[config.mk]
export PLATFORM = sky130hd
export DESIGN_NAME = dlf_ram
export DESIGN_NICKNAME = d
export VERILOG_FILES = /design/src/rtl/dlf_ram.sv
export SDC_FILE = /design/constraint.sdc
export NUM_CORES = 2
export LEC_CHECK = 0
export BUFFER_PORTS_ARGS = -buffer_cell sky130_fd_sc_hd__buf_2
export CORE_MARGIN = 2
export CORE_UTILIZATION = 49
export CTS_CLUSTER_SIZE = 16
export DETAILED_ROUTE_END_ITERATION = 16
export GPL_TIMING_DRIVEN = 0
export SLEW_MARGIN = 40
export SYNTH_ARGS = -nofsm -noshare
export SYNTH_HDL_FRONTEND = slang
export SYNTH_SLANG_ARGS = --single-unit
[constraint.sdc]
create_clock -name aclk -period 6.1 [get_ports aclk]
set_input_delay 0 -clock aclk [delete_from_list [all_inputs] [get_ports aclk]]
set_output_delay 0 -clock aclk [all_outputs]
set_load 0.02 [all_outputs]
[src/rtl/dlf_ram.sv]
// ----------------------------------------------------------------------------
// dlf_ram
// generic single write port, single read port ram with registered read
// ----------------------------------------------------------------------------
module dlf_ram #(
    parameter int WIDTH = 16,
    parameter int DEPTH = 256,
    parameter int AW    = (DEPTH > 1) ? $clog2(DEPTH) : 1
) (
    input  logic             aclk,
    input  logic             wr_en,
    input  logic [AW-1:0]    wr_addr,
    input  logic [WIDTH-1:0] wr_data,
    input  logic [AW-1:0]    rd_addr,
    output logic [WIDTH-1:0] rd_data
);

    logic [WIDTH-1:0] mem_reg [DEPTH];
    logic [WIDTH-1:0] rd_data_reg;

    always_ff @(posedge aclk) begin
        if (wr_en) begin
            mem_reg[wr_addr] <= wr_data;
        end
        rd_data_reg <= mem_reg[rd_addr];
    end

    assign rd_data = rd_data_reg;

endmodule

# Word-level counts from Yosys, hierarchy flattened
# Memory sizes are Yosys's and may differ from the RTL's. A register that Yosys moved wholly into a read port is not among the register bits.
# Index checks and enable logic that the tools add are counted.
[classes] mul=0 n_div=0 shifts=0 eq_ne=0 bitwise_logic=0 n_mux=2 magnitude_cmp=0 n_reduce_logical=0 addsub=0
[ops] op="$mux W1" n=2
[totals] input_bits=34 wordCells=3 memories=1 mem_bits_rw=4096 regBits=0 rom_bits=0 output_inout_bits=16 latch_bits=0
[memory_table] memory="mem_reg" words=256 width=16 rd=1 rd_clocked_by_memory_dff=1 write_ports=1 line_no="18" rtl="logic [WIDTH-1:0] mem_reg [DEPTH];"

# Depth between registers and ports, before layout
[depth] word_depth=2 ltp_mapped=12

# Worst setup path after synthesis
# No wires, ideal clock.
[synth_path] path_kind="in2reg" from="input wr_addr[3]" to="memory mem_reg[235][0] (enable)" cell_stages=6 t_required_ps=5712 setup_slack_ps=3935 setup_time_ps=388 arrival_time_ps=1777 cell_sequence="clkbuf_1 -> nor2b_1 -> clkbuf_1 -> nand4_1 -> clkbuf_1 -> nor2_1"
[synth_lines] item="start: declaration" line_no="12" rtl="input logic [AW-1:0] wr_addr,"
[synth_lines] item="end: declaration" line_no="18"
# Straight into the memory's write port.

==> results by group <==
Power and ir drop
  – Overall power: 60100 uW
  – Max VDD drop: 0.000301 V
  – Switch Pwr: 13600 uW
  – Gate power share: 6.1%
  – P_int: 46500 uW
  – Share of power burned in registers: 51.8%
  – Leakage: 0.0586 uW
  – Pwr Density: 323 nW/um^2
  – Clock Power Share: 42.0%
  – Switch share: 22.6%

Die
  – Initial Util: 49.3%
  – Die Span Y: 573 um
  – DIE AREA: 328000 um^2
  – Core area: 322000 um^2
  – Rows: 208
  – I/O pins: 50
  – Die W: 573 um

Placement
  – Buffers on Ports: 39
  – Placer congestion estimate: 1.02
  – Dpl cells: 11.9k
  – Dpl hpwl: 349000 um

Routing
  – Routed WL: 505000 um
  – Vias per std cell: 6.60
  – DRC Markers: 0
  – Initial detailed-routing violation count: 12.9k
  – Routed len/inst: 39.5 um
  – Vias: 84.2k
  – Pre-antenna DRT Iters: 6
  – Post-DRT Antenna Nets: 0

Worst setup path
  – Worst Path Max Fanout: 10
  – Worst Reg2Reg Path Length in Cells: 6
  – Critical path startpoint category: input pin
  – Critical path arrival: 4.83 ns
  – CP Capture Type: register
  – Worst endpoint required time: 6.89 ns
  – Critical Setup Path Class: in -> reg

CTS
  – Clock Root Buffer: clkbuf_16
  – CTS tree: built
  – Post-CTS Setup Inserts: 0
  – Clock slew at reported path FFs: 0.06 ns
  – Total CTS buffers: 417
  – Clock insertion delay at the later pin of the skew report: 0.98 ns
  – Htree depth: 5
  – Clock Tree Buf Depth: 4
  – CTS sink count: 4112

Timing
  – Final hold violation count: 0
  – Setup violators final: 0
  – Setup TNS: 0 ns
  – Post-route minimum period: 4.04 ns
  – Max_slew headroom: 36.3%
  – Final Skew: 0.0764 ns
  – Pins Over Slew Limit: 0
  – Max Clk Rate: 248 MHz
  – Worst slew pin tran: 0.951 ns
  – RSZ-0062 raised after global routing: false
  – Period Utilization, post-route: 66.2%

Yosys
  – Post-Synth Simple-Gate Area: 1.57%
  – Post-Syn Area: 159000 um^2
  – Number of synthesized register bits: 4112
  – XOR/XNOR Fraction of Synth Area: 0%
  – Cells after synthesis: 7360
  – Post-synthesis net count: 7394
  – Dominant synthesized flop cell: edfxtp_1
  – Top cell type's share of synthesized area: 77.5%
  – Distinct cells, synth: 52
  – Seq/Total Area, Yosys: 77.7%
  – Post-synthesis mux area share: 15.5%
  – Async SR Flop Fraction: 0%
  – Ys Warns: 0
  – Largest cells by area after synthesis: edfxtp_1 77%, mux4_2 11%, mux2i_1 3.6%
  – Post-synthesis adder-cell area fraction: 0%
  – Post-synth EDFFs: 4096
  – Avg Inst Size Synth: 21.6 um^2
  – Yosys top cell by area: edfxtp_1
  – Largest family of logic cells by synthesized area: multiplexers
  – Compound-Gate Fraction of Synth Area: 3.54%

Final layout
  – Final std cells w/o fill: 12.8k
  – Net count, final: 8132
  – Most frequent cells in the layout: 4096 x edfxtp_1, 797 x mux4_2, 565 x mux2i_1
  – Area growth syn-to-layout: 17.2%
  – Most common cell after layout, fill and taps aside: edfxtp_1
  – Number of flip-flops in the largest register: 4096
  – Layout cells sized above 1: 28.5%
  – FILL cells: 23.3k

Status
  – Status: completed

Global route
  – Vias in the first global route: 80.7k
  – Gr usage total: 30.4%
  – First-pass GRT wire length: 680000 um
  – Total grt overflow: 0
  – Largest net degree at the start of global routing: 93
  – Initial antenna violation count: 38

Job
  – Max_cap viols: 0

Worst hold path
  – Hold Path Stages: 2
  – Min-delay worst type: in -> reg
cell type report:
| type | count | area [um^2] | area share, % |
|---|---|---|---|
| Sequential cell | 4112 | 123000 | 66.3 |
| Multi-Input combinational cell | 2792 | 35100 | 18.9 |
| Clock buffer | 510 | 10900 | 5.89 |
| Timing Repair Buffer | 319 | 5780 | 3.11 |
| Tap cell | 4305 | 5390 | 2.90 |
| Buffer | 452 | 2870 | 1.55 |
| Clock inverter | 260 | 2530 | 1.36 |
| Antenna cell | 12 | 30.0 | 0.0161 |
| Inverter | 4 | 15.0 | 0.00807 |
logic make-up (layout without fill, tap and decap cells):
family,Yosys count,in the layout
DFF,4112,4112
muxes,1450,1450
AOI/OAI and AO/OA,786,786
and+or+nand+nor,556,556
buffers and inverters,456,1545
other,0,12
what timing repair did:
item                      in CTS  in global routing
hold buffers                  40                  1
gates resized for setup        0                  0
hold endpoints to repair    3079                  2
power groups by stage:
stage / Clock (uW) / Sequential [uW] / Combinational, uW
CTS: 25400 / 31200 / 3610
floorplan: 0 / 31800 / 1540
global route: 26500 / 31200 / 3730
finish: 25300 / 31200 / 3680
global placement: 0 / 31900 / 3270
detailed placement: 0 / 31800 / 3570
worst max-delay path: stages:
cell and delay [ns]:
buf_4 0.34, buf_2 0.38, buf_4 0.28, buf_2 0.70, buf_2 0.64, mux4_2 0.32, o22ai_1 0.08, o31ai_1 0.76
o32ai_2 0.44, nor4_1 0.79
final timing paths:
check	from	endpoint	slack, ns
worst min register to register	mem_reg[216][11]	rd_data[11]	1.15
worst max-delay path	rd_addr[1]	rd_data[13]	2.06
worst min-delay path	wr_data[4]	mem_reg[111][4]	0.02
worst max register to register	mem_reg[139][13]	rd_data[13]	2.86
synthesized netlist by cell type, drive strengths merged (9+ instances only):
cell / count
o22ai: 148
mux4: 797
a21oi: 175
mux2: 88
nor2b: 9
o221ai: 253
nor2: 304
o31ai: 16
dfxtp: 16
and3: 11
nand4: 26
a22o: 32
a211oi: 18
nand3: 35
o21ai: 38
nand2: 38
clkbuf: 230
edfxtp: 4096
o32ai: 21
mux2i: 565
buf: 222
nor4: 18
nor3: 92
a221oi: 28
a22oi: 43
layer usage:
layer | wire length (um) | vias up | GRT usage (%)
li1 | - | 32876 | -
met1 | 195000 | 45108 | 43.1
met2 | 224000 | 5339 | 44.7
met3 | 62800 | 877 | 8.69
met4 | 23200 | 18 | 12.1
met5 | 124 | - | 0
metrics by stage:
step / utilization (%) / instance area (um^2) / hold WS [ns] / setup slack [ns]
2_1_floorplan: - / 159000 / 0.0989 / 3.94
3_3_place_gp: 51.1 / 164000 / 0.421 / -0.759
3_5_place_dp: 53.5 / 172000 / 0.291 / 1.25
4_1_cts: 57.8 / 186000 / 0.00762 / 2.28
5_1_grt: 57.8 / 186000 / 0.0332 / 2.24
6_report: 57.8 / 186000 / 0.0233 / 2.06
Note: power is estimated with default switching activity, not from simulation.
